$ cat src/sv/wppm_pkg.sv
// Package for the window peak-to-peak meter.
// Holds the store geometry, the field types and the opcode names.
// No dependencies; every other file of the block uses it.
`timescale 1ns / 1ps
`default_nettype none

package wppm_pkg;

  // Depth of the sample ring store (a power of two, slots wrap by masking).
  localparam int unsigned STORE_DEPTH = 128;
  localparam int unsigned SLOT_W      = $clog2(STORE_DEPTH);
  // A count of samples must be able to hold the depth itself.
  localparam int unsigned COUNT_W     = $clog2(STORE_DEPTH + 1);

  localparam int unsigned POS_W    = 7;
  localparam int unsigned SAMPLE_W = 8;
  localparam int unsigned LEN_W    = 8;

  // Window length after reset.
  localparam logic [LEN_W-1:0] LEN_RESET = LEN_W'(32);

  typedef logic [SLOT_W-1:0]   slot_t;
  typedef logic [COUNT_W-1:0]  count_t;
  typedef logic [POS_W-1:0]    pos_t;
  typedef logic [SAMPLE_W-1:0] sample_t;
  typedef logic [LEN_W-1:0]    len_t;

  // Item opcodes.
  localparam logic OP_WRITE   = 1'b0;
  localparam logic OP_MEASURE = 1'b1;

endpackage : wppm_pkg

`default_nettype wire

$ cat src/sv/wppm_if.sv
// Channel interfaces of the window peak-to-peak meter: item input,
// result output and configuration write. Depends on wppm_pkg.
`timescale 1ns / 1ps
`default_nettype none

// Input items: a sample write or a window measurement.
interface wppm_in_if;
  logic               valid;
  logic               ready;
  logic               opcode;
  wppm_pkg::pos_t     position;
  wppm_pkg::sample_t  sample_value;

  modport source (output valid, output opcode, output position, output sample_value,
                  input ready);
  modport sink   (input valid, input opcode, input position, input sample_value,
                  output ready);
endinterface : wppm_in_if

// Result items of a measurement.
interface wppm_out_if;
  logic               valid;
  logic               ready;
  wppm_pkg::sample_t  min_level;
  wppm_pkg::sample_t  max_level;
  wppm_pkg::sample_t  spread;

  modport source (output valid, output min_level, output max_level, output spread,
                  input ready);
  modport sink   (input valid, input min_level, input max_level, input spread,
                  output ready);
endinterface : wppm_out_if

// Configuration write of the window length.
interface wppm_cfg_if;
  logic            valid;
  logic            ready;
  wppm_pkg::len_t  data;

  modport source (output valid, output data, input ready);
  modport sink   (input valid, input data, output ready);
endinterface : wppm_cfg_if

`default_nettype wire

$ cat src/sv/window_peak_to_peak_meter_unit.sv
// Window peak-to-peak meter: ring store of samples with min/max scan.
// Depends on wppm_pkg and the interfaces in wppm_if.sv.
// A write transfer gives no result; a new item is taken next cycle.
// A measure over L samples (window length, 0 read as 1, clipped to the depth) makes one memory
// read per slot and registers its result once the output is free; the next item is taken then.
// Reset clears the store through per-slot valid bits at once and sets the length to 32.
`timescale 1ns / 1ps
`default_nettype none

module window_peak_to_peak_meter_unit (
  input  wire               clk_i,
  input  wire               rst_ni,
  wppm_in_if.sink           in_i,
  wppm_cfg_if.sink          cfg_i,
  wppm_out_if.source        out_o
);

  typedef enum logic [1:0] {
    ST_IDLE,
    ST_SCAN,
    ST_DONE
  } state_e;

  state_e                         state_q;
  wppm_pkg::len_t                 window_len_q;
  logic [wppm_pkg::STORE_DEPTH-1:0] written_q;

  wppm_pkg::sample_t              sample_mem [wppm_pkg::STORE_DEPTH];
  wppm_pkg::sample_t              rdata_q;
  logic                           rwritten_q;

  wppm_pkg::slot_t                rd_addr_q;
  wppm_pkg::count_t               issue_left_q;
  logic                           rdata_vld_q;
  logic                           rdata_last_q;
  wppm_pkg::sample_t              lo_q;
  wppm_pkg::sample_t              hi_q;

  logic                           out_valid_q;
  wppm_pkg::sample_t              out_min_q;
  wppm_pkg::sample_t              out_max_q;
  wppm_pkg::sample_t              out_spread_q;

  logic                           in_xfer;
  logic                           wr_en;
  logic                           meas_start;
  wppm_pkg::slot_t                in_slot;
  wppm_pkg::count_t               eff_len;
  wppm_pkg::slot_t                start_slot;
  logic                           rd_en;
  wppm_pkg::sample_t              sample;
  wppm_pkg::sample_t              lo_d;
  wppm_pkg::sample_t              hi_d;
  logic                           out_free;

  // Handshakes.
  assign in_i.ready  = (state_q == ST_IDLE);
  assign cfg_i.ready = 1'b1;
  assign in_xfer     = in_i.valid && in_i.ready;
  assign wr_en       = in_xfer && (in_i.opcode == wppm_pkg::OP_WRITE);
  assign meas_start  = in_xfer && (in_i.opcode == wppm_pkg::OP_MEASURE);
  assign out_free    = !out_valid_q || out_o.ready;

  // The slot wraps modulo the depth, a mask for a power-of-two store.
  assign in_slot = in_i.position[wppm_pkg::SLOT_W-1:0];

  // Effective window length: zero counts as one, long windows clip to the depth.
  always_comb begin
    if (window_len_q == '0) begin
      eff_len = wppm_pkg::count_t'(1);
    end else if (wppm_pkg::COUNT_W'(window_len_q) > wppm_pkg::COUNT_W'(wppm_pkg::STORE_DEPTH))
    begin
      eff_len = wppm_pkg::count_t'(wppm_pkg::STORE_DEPTH);
    end else begin
      eff_len = wppm_pkg::count_t'(window_len_q);
    end
  end

  // Oldest slot of the window; the arithmetic wraps in the slot width.
  assign start_slot = in_slot - eff_len[wppm_pkg::SLOT_W-1:0] + wppm_pkg::slot_t'(1);

  assign rd_en = (state_q == ST_SCAN) && (issue_left_q != '0);

  // A slot never written since reset reads as zero.
  assign sample = rwritten_q ? rdata_q : '0;
  assign lo_d   = (sample < lo_q) ? sample : lo_q;
  assign hi_d   = (sample > hi_q) ? sample : hi_q;

  // Sample memory: one write port, one registered read port.
  always_ff @(posedge clk_i) begin
    if (wr_en) begin
      sample_mem[in_slot] <= in_i.sample_value;
    end
    rdata_q <= sample_mem[rd_addr_q];
  end

  // Sequencer, valid bits, configuration and the result register.
  always_ff @(posedge clk_i or negedge rst_ni) begin
    if (!rst_ni) begin
      state_q      <= ST_IDLE;
      window_len_q <= wppm_pkg::LEN_RESET;
      written_q    <= '0;
      rwritten_q   <= 1'b0;
      rd_addr_q    <= '0;
      issue_left_q <= '0;
      rdata_vld_q  <= 1'b0;
      rdata_last_q <= 1'b0;
      lo_q         <= '1;
      hi_q         <= '0;
      out_valid_q  <= 1'b0;
      out_min_q    <= '0;
      out_max_q    <= '0;
      out_spread_q <= '0;
    end else begin
      if (cfg_i.valid && cfg_i.ready) begin
        window_len_q <= cfg_i.data;
      end
      if (wr_en) begin
        written_q[in_slot] <= 1'b1;
      end
      if (out_valid_q && out_o.ready) begin
        out_valid_q <= 1'b0;
      end

      // The valid bit travels alongside the memory read data.
      rwritten_q   <= written_q[rd_addr_q];
      rdata_vld_q  <= rd_en;
      rdata_last_q <= rd_en && (issue_left_q == wppm_pkg::count_t'(1));

      unique case (state_q)
        ST_IDLE: begin
          if (meas_start) begin
            rd_addr_q    <= start_slot;
            issue_left_q <= eff_len;
            lo_q         <= '1;
            hi_q         <= '0;
            state_q      <= ST_SCAN;
          end
        end
        ST_SCAN: begin
          // Issue one read per cycle until the window is covered.
          if (rd_en) begin
            rd_addr_q    <= rd_addr_q + wppm_pkg::slot_t'(1);
            issue_left_q <= issue_left_q - wppm_pkg::count_t'(1);
          end
          if (rdata_vld_q) begin
            lo_q <= lo_d;
            hi_q <= hi_d;
            if (rdata_last_q) begin
              state_q <= ST_DONE;
            end
          end
        end
        ST_DONE: begin
          // Wait until the result register is free.
          if (out_free) begin
            out_valid_q  <= 1'b1;
            out_min_q    <= lo_q;
            out_max_q    <= hi_q;
            out_spread_q <= hi_q - lo_q;
            state_q      <= ST_IDLE;
          end
        end
        default: begin
          state_q <= ST_IDLE;
        end
      endcase
    end
  end

  assign out_o.valid     = out_valid_q;
  assign out_o.min_level = out_min_q;
  assign out_o.max_level = out_max_q;
  assign out_o.spread    = out_spread_q;

endmodule : window_peak_to_peak_meter_unit

`default_nettype wire

$ cat src/flat_wrapper.sv
// flat-port wrapper written by rule: the top's interface ports become plain ports
module window_peak_to_peak_meter_unit_flat 
  (clk_i, rst_ni, in_i_valid, in_i_opcode, in_i_position, in_i_sample_value, in_i_ready, cfg_i_valid, cfg_i_data, cfg_i_ready, out_o_valid, out_o_min_level, out_o_max_level, out_o_spread, out_o_ready);
  wppm_in_if in_i_i ();
  wppm_cfg_if cfg_i_i ();
  wppm_out_if out_o_i ();
  input  wire clk_i;
  input  wire rst_ni;
  input wire logic [$bits(in_i_i.valid)-1:0] in_i_valid;
  input wire logic [$bits(in_i_i.opcode)-1:0] in_i_opcode;
  input wire logic [$bits(in_i_i.position)-1:0] in_i_position;
  input wire logic [$bits(in_i_i.sample_value)-1:0] in_i_sample_value;
  output wire logic [$bits(in_i_i.ready)-1:0] in_i_ready;
  input wire logic [$bits(cfg_i_i.valid)-1:0] cfg_i_valid;
  input wire logic [$bits(cfg_i_i.data)-1:0] cfg_i_data;
  output wire logic [$bits(cfg_i_i.ready)-1:0] cfg_i_ready;
  output wire logic [$bits(out_o_i.valid)-1:0] out_o_valid;
  output wire logic [$bits(out_o_i.min_level)-1:0] out_o_min_level;
  output wire logic [$bits(out_o_i.max_level)-1:0] out_o_max_level;
  output wire logic [$bits(out_o_i.spread)-1:0] out_o_spread;
  input wire logic [$bits(out_o_i.ready)-1:0] out_o_ready;
  assign in_i_i.valid = in_i_valid;
  assign in_i_i.opcode = in_i_opcode;
  assign in_i_i.position = in_i_position;
  assign in_i_i.sample_value = in_i_sample_value;
  assign in_i_ready = in_i_i.ready;
  assign cfg_i_i.valid = cfg_i_valid;
  assign cfg_i_i.data = cfg_i_data;
  assign cfg_i_ready = cfg_i_i.ready;
  assign out_o_valid = out_o_i.valid;
  assign out_o_min_level = out_o_i.min_level;
  assign out_o_max_level = out_o_i.max_level;
  assign out_o_spread = out_o_i.spread;
  assign out_o_i.ready = out_o_ready;
  window_peak_to_peak_meter_unit u_core (.clk_i(clk_i), .rst_ni(rst_ni), .in_i(in_i_i), .cfg_i(cfg_i_i), .out_o(out_o_i));
endmodule
$ cat config.mk
export PLATFORM = sky130hd
export DESIGN_NAME = window_peak_to_peak_meter_unit_flat
export DESIGN_NICKNAME = d
export VERILOG_FILES = /design/src/sv/wppm_pkg.sv /design/src/sv/wppm_if.sv /design/src/sv/window_peak_to_peak_meter_unit.sv /design/src/flat_wrapper.sv
export SDC_FILE = /design/constraint.sdc
export NUM_CORES = 2
export LEC_CHECK = 0
export BUFFER_PORTS_ARGS = -buffer_cell sky130_fd_sc_hd__buf_4
export CAP_MARGIN = 20
export CORE_MARGIN = 2
export CORE_UTILIZATION = 40
export DETAILED_ROUTE_END_ITERATION = 16
export GPL_TIMING_DRIVEN = 0
export PLACE_DENSITY = 0.67
export SETUP_SLACK_MARGIN = 0.02
export SYNTH_ARGS = -nofsm -noshare
export SYNTH_HDL_FRONTEND = slang
export SYNTH_SLANG_ARGS = --single-unit
export TNS_END_PERCENT = 100
$ cat constraint.sdc
create_clock -name clk_i -period 2.64 [get_ports clk_i]
set_input_delay 0.132 -clock clk_i [delete_from_list [all_inputs] [get_ports clk_i]]
set_output_delay 0.132 -clock clk_i [all_outputs]
set_load 0.01 [all_outputs]
==> results.md <==
- Data arrival, critical path: 3.44 ns
- DR vias: 28,060
- Required time of the worst setup path: 3.23 ns
- Main combinational cell family by area after synthesis: multiplexers
- Number of antenna-violating nets in the routed design: 0
- Compound-Gate Fraction of Synth Area: 0.0481
- Total placed cells including tap cells: 4,358
- Number of enable flip-flop cells after synthesis: 1,024
- Delay of the slowest cell on the worst path: 0.51 ns
- Row Count: 128
- Worst reg2reg path startpoint: u_core.rd_addr_q[3]
- Number of DRC markers in iteration 0: 4,337
- Max transition margin: 0.138
- Number of global-route vias before repair: 27,014
- Grt ovf: 0
- Post-synthesis async set-or-reset flop share: 0.160
- Synth top area cells: sky130_fd_sc_hd__edfxtp_1 (63%), sky130_fd_sc_hd__mux4_2 (10%), sky130_fd_sc_hd__dfrtp_1 (9.6%), sky130_fd_sc_hd__mux2i_1 (3.1%), sky130_fd_sc_hd__or2_2 (1.7%)
- Max Clock Freq: 351 MHz
- Worst Path Buf+Inv: 3
- Initial standard-cell utilization of the core: 0.402
- Count of fill cells added during filler insertion: 9,757
- Post-synthesis simple-gate area fraction: 0.0475
- Fraction of synthesized cell area taken by the top area cell type: 0.630
- Dominant register cell in the synthesized netlist: sky130_fd_sc_hd__edfxtp_1
- Slew Viols, Final: 0
- Clock-pin slew of the registers on the worst-case setup and hold paths: 0.07 ns
- Routability congestion estimate from global placement: 1.02
- Worst ir drop on vdd: 0.638 mV
- Vertical die dimension: 353 um
- CTS Sinks: 1,229
- Critical Path End: u_core.rdata_q[6]
- Number of search-and-repair iterations in the first detailed-routing pass: 6
- Worst Tran Pin Value: 1.29 ns
- Ports placed on the boundary: 56
- Synthesis Warnings: 0
- Worst-case reg-to-reg path depth: 7
- RSZ-0062 raised after global routing: yes
- Final std cells w/o fill: 4,739
- Class of the tightest hold or removal check: in2reg
- Clk Tree Root Cell: sky130_fd_sc_hd__clkbuf_16
- Syn-to-layout area delta: 22.7%
- FF-to-FF End: u_core.rdata_q[6]
- Initial antenna violation count: 3
- Count of cell types in the netlist: 61
- Post-detail-place hpwl: 92,600 um
- TritonCTS clock tree: yes
- CP most frequent cell: sky130_fd_sc_hd__clkbuf_1
- Crit. Startpoint: u_core.rd_addr_q[3]
- Sum of negative setup slack: -2.74 ns
- Area of the die: 125,000 um^2
- Syn_area_per_cell: 18.3 um^2
- Global-route wire length before repair: 203,000 um
- Failing checks: negative setup slack
- H-Tree Level Count: 3
- Cell count after synthesis: 2,663
- Multiplexer share of the synthesized area: 0.139
- Final Skew: 0.0283 ns
- Register area: 35,900 um^2
- Ordered list of cells on the worst path: buf_2, and3_1, clkbuf_1, clkbuf_1, nand4_1, o2111ai_1, o32a_1
- Final critical path time including I/O delays and setup: 2.85 ns
- Port buffer count: 51
- Vias per cell: 5.92
- Total length of routed wires: 144,000 um
- Register-to-register path setup slack: -0.21 ns
- Share of cells above drive strength 1: 0.365
- Flop and latch count out of synthesis: 1,229
- Post-Syn Nets: 2,731
- Synth Cell Area: 48,800 um^2
- Count of final setup violators: 67
- Xor/xnor cell area share of the yosys netlist: 0.00179
- Final Cycle Share: 1.08
- Area of combinational cells with multiple inputs: 13,900 um^2
- Largest area contributor in the netlist: sky130_fd_sc_hd__edfxtp_1
- Clock latency on the worst-skew pair: 0.72 ns
- Horiz. Die Dim: 353 um
- CTS Buf Count: 119
- Status: finished, violations left
- Net count, final: 3,077
- Largest net degree at the start of global routing: 97
- Crit Path Class: reg2reg
- Longest Clk Path Bufs: 3
- Pwr Total: 62.1 mW
- Core area: 121,000 um^2
- Static leakage: 20.8 nW
- Post-route DRC: 0
- Wirelength per Cell: 30.5 um
- Top cell family by delay on the critical path: buffers and inverters
- Number of stages on the worst setup path: 7
- Sequential area share after synthesis: 0.735
- Post-Synth Adder-Cell Area: 0.0103
- Startpoint type of the worst setup path: flop
- Least setup slack across all paths after layout: -0.207 ns
- Overall Global Routing Usage: 0.228
- Largest fanout on the critical path: 10
- Type of destination of the critical path: flop
- Slowest stage cell on the critical path: sky130_fd_sc_hd__clkbuf_1
- Power density normalized to cell area: 1040 nW/um^2
- Number of max-cap violations: 0
- Final hold viol count: 0
-- per-layer routing --
layer,track usage,part of all wire,up-vias
met1,0.319,0.39,14446
met5,0,0.00022,-
met2,0.341,0.45,1915
met3,0.0500,0.11,372
li1,-,-,11321
met4,0.105,0.052,6
-- power by group --
part | total [mW] | internal (mW) | switching (mW) | leakage (nW)
combinational | 22.8 | 9.30 | 13.5 | 6.94
clock | 17.3 | 9.86 | 7.40 | 1.93
sequential | 22.0 | 21.6 | 0.441 | 11.9
-- flip-flops by register name, summed over array words and instances, names as in the netlist --
signal / count
u_core.sample_mem: 1024
u_core.written_q: 128
u_core.hi_q: 8
u_core.issue_left_q: 8
u_core.lo_q: 8
u_core.out_o.max_level: 8
u_core.out_o.min_level: 8
u_core.out_o.spread: 8
u_core.rdata_q: 8
u_core.window_len_q: 8
u_core.rd_addr_q: 7
u_core.state_q: 2
u_core.out_o.valid: 1
u_core.rdata_last_q: 1
u_core.rdata_vld_q: 1
u_core.rwritten_q: 1
-- metrics by stage --
step | util | setup slack [ns] | area [um^2] | hold slack [ns]
3_3_place_gp | 0.422 | -1.49 | 51200 | 0.358
2_1_floorplan | - | 0.0993 | 48800 | -0.164
3_5_place_dp | 0.426 | -1.57 | 51700 | 0.119
6_report | 0.493 | -0.207 | 59900 | 0.0272
4_1_cts | 0.486 | -0.213 | 59100 | 0.000588
5_1_grt | 0.493 | -0.146 | 59900 | 0.0300
-- Yosys cell counts (3+ instances only) --
master	instances
sky130_fd_sc_hd__o32a_1	9
sky130_fd_sc_hd__buf_2	17
sky130_fd_sc_hd__edfxtp_1	1024
sky130_fd_sc_hd__o22ai_1	19
sky130_fd_sc_hd__mux2_2	18
sky130_fd_sc_hd__dfxtp_1	8
sky130_fd_sc_hd__nand2b_1	8
sky130_fd_sc_hd__nand3b_1	3
sky130_fd_sc_hd__buf_6	25
sky130_fd_sc_hd__a21o_1	4
sky130_fd_sc_hd__nor2_1	162
sky130_fd_sc_hd__a221oi_1	10
sky130_fd_sc_hd__nand3_1	14
sky130_fd_sc_hd__clkbuf_1	74
sky130_fd_sc_hd__and2_1	5
sky130_fd_sc_hd__and3_1	5
sky130_fd_sc_hd__a22oi_1	51
sky130_fd_sc_hd__o2111ai_1	7
sky130_fd_sc_hd__inv_1	32
sky130_fd_sc_hd__o21ai_0	51
sky130_fd_sc_hd__or3_1	4
sky130_fd_sc_hd__o31ai_1	3
sky130_fd_sc_hd__a211oi_1	50
sky130_fd_sc_hd__mux4_2	224
sky130_fd_sc_hd__buf_1	7
sky130_fd_sc_hd__xnor2_1	8
sky130_fd_sc_hd__nor3_1	11
sky130_fd_sc_hd__o21a_1	5
sky130_fd_sc_hd__dfstp_2	9
sky130_fd_sc_hd__ha_1	37
sky130_fd_sc_hd__o221ai_1	14
sky130_fd_sc_hd__o211ai_1	9
sky130_fd_sc_hd__a31oi_1	10
sky130_fd_sc_hd__dfrtp_1	188
sky130_fd_sc_hd__or2_2	129
sky130_fd_sc_hd__buf_4	14
sky130_fd_sc_hd__nor2b_1	12
sky130_fd_sc_hd__a21oi_1	44
sky130_fd_sc_hd__nor3b_1	3
sky130_fd_sc_hd__o21ai_1	7
sky130_fd_sc_hd__a22o_1	32
sky130_fd_sc_hd__mux2i_1	153
sky130_fd_sc_hd__nand2_1	112
sky130_fd_sc_hd__nand4_1	9
-- how the worst min path moves through the flow --
| stage | end | cells past startpoint | slack, ns | startpoint |
|---|---|---|---|---|
| 5_1_grt | u_core.sample_mem[2][0] | 1 | 0.03 | in_i_sample_value[0] |
| 6_report | u_core.sample_mem[2][0] | 1 | 0.03 | in_i_sample_value[0] |
| 3_5_place_dp | u_core.out_o.min_level[1] | 1 | 0.12 | rst_ni |
| 2_1_floorplan | u_core.hi_q[0] | 0 | -0.16 | rst_ni |
| 3_3_place_gp | u_core.window_len_q[7] | 3 | 0.36 | cfg_i_data[7] |
| 4_1_cts | u_core.sample_mem[111][0] | 1 | 0.0006 | in_i_sample_value[0] |
-- worst register-to-register path, delay by kind of cell (launching register included) --
kind / cells / cell delay, ns
AO/OA/AOI/OAI: 2 / 0.56
buffers and inverters: 3 / 1.19
AND/OR/NAND/NOR: 2 / 0.61
flip-flops: 1 / 0.37
-- cell type report --
class                           count  share of cell area
Multi-Input combinational cell   1263               0.232
Sequential cell                  1229               0.599
Antenna cell                        1           0.0000418
Tap cell                         1625              0.0340
Inverter                           33             0.00207
Clock buffer                      143              0.0527
Timing Repair Buffer              230              0.0444
Clock inverter                     82              0.0132
Buffer                            133              0.0224
-- what timing repair did --
item / CTS / global route
pin swaps: 77 / 42
hold buffers: 30 / 0
hold endpoints to repair: 460 / 0
cloned: 2 / 0
buffers inserted: 88 / 35
setup endpoints to repair: 1166 / 651
gates resized for setup: 556 / 85
-- cells in the final DEF (no fill, tap or decap), types with 13 or more instances in the layout --
cell | synthesis | layout
sky130_fd_sc_hd__edfxtp_1 | 1024 | 1024
sky130_fd_sc_hd__mux4_2 | 224 | 224
sky130_fd_sc_hd__dfrtp_1 | 188 | 187
sky130_fd_sc_hd__buf_4 | 14 | 145
sky130_fd_sc_hd__or2_2 | 129 | 129
sky130_fd_sc_hd__mux2i_1 | 153 | 126
sky130_fd_sc_hd__clkbuf_16 | 0 | 122
sky130_fd_sc_hd__nand2_1 | 112 | 100
sky130_fd_sc_hd__nor2_4 | 0 | 96
sky130_fd_sc_hd__buf_12 | 0 | 56
sky130_fd_sc_hd__clkbuf_1 | 74 | 54
sky130_fd_sc_hd__o21ai_0 | 51 | 45
sky130_fd_sc_hd__nor2_1 | 162 | 41
sky130_fd_sc_hd__a22oi_1 | 51 | 39
sky130_fd_sc_hd__a21oi_1 | 44 | 38
sky130_fd_sc_hd__ha_1 | 37 | 35
sky130_fd_sc_hd__inv_1 | 32 | 30
sky130_fd_sc_hd__dlygate4sd3_1 | 0 | 30
sky130_fd_sc_hd__a22o_1 | 32 | 27
sky130_fd_sc_hd__clkinv_2 | 0 | 27
sky130_fd_sc_hd__clkinv_1 | 0 | 26
sky130_fd_sc_hd__nor2_2 | 0 | 25
sky130_fd_sc_hd__buf_16 | 0 | 23
sky130_fd_sc_hd__buf_8 | 1 | 23
sky130_fd_sc_hd__a211oi_2 | 1 | 23
sky130_fd_sc_hd__mux2_2 | 18 | 18
sky130_fd_sc_hd__clkbuf_2 | 0 | 15
sky130_fd_sc_hd__a211oi_4 | 0 | 15
sky130_fd_sc_hd__o22ai_1 | 19 | 14
sky130_fd_sc_hd__mux2i_2 | 0 | 14
sky130_fd_sc_hd__bufinv_16 | 0 | 14
sky130_fd_sc_hd__mux2i_4 | 0 | 13
sky130_fd_sc_hd__a211oi_1 | 50 | 13
-- kinds of logic (layout without fill, tap and decap cells) --
kind of cell,after synthesis,in the layout
fa+ha+maj,39,39
flops,1229,1229
other cells,1,2
simple gates,482,482
buf+inv,171,621
xor+xnor,10,10
mux,395,395
compound gates,336,336
(Power assumes the default switching activity.)
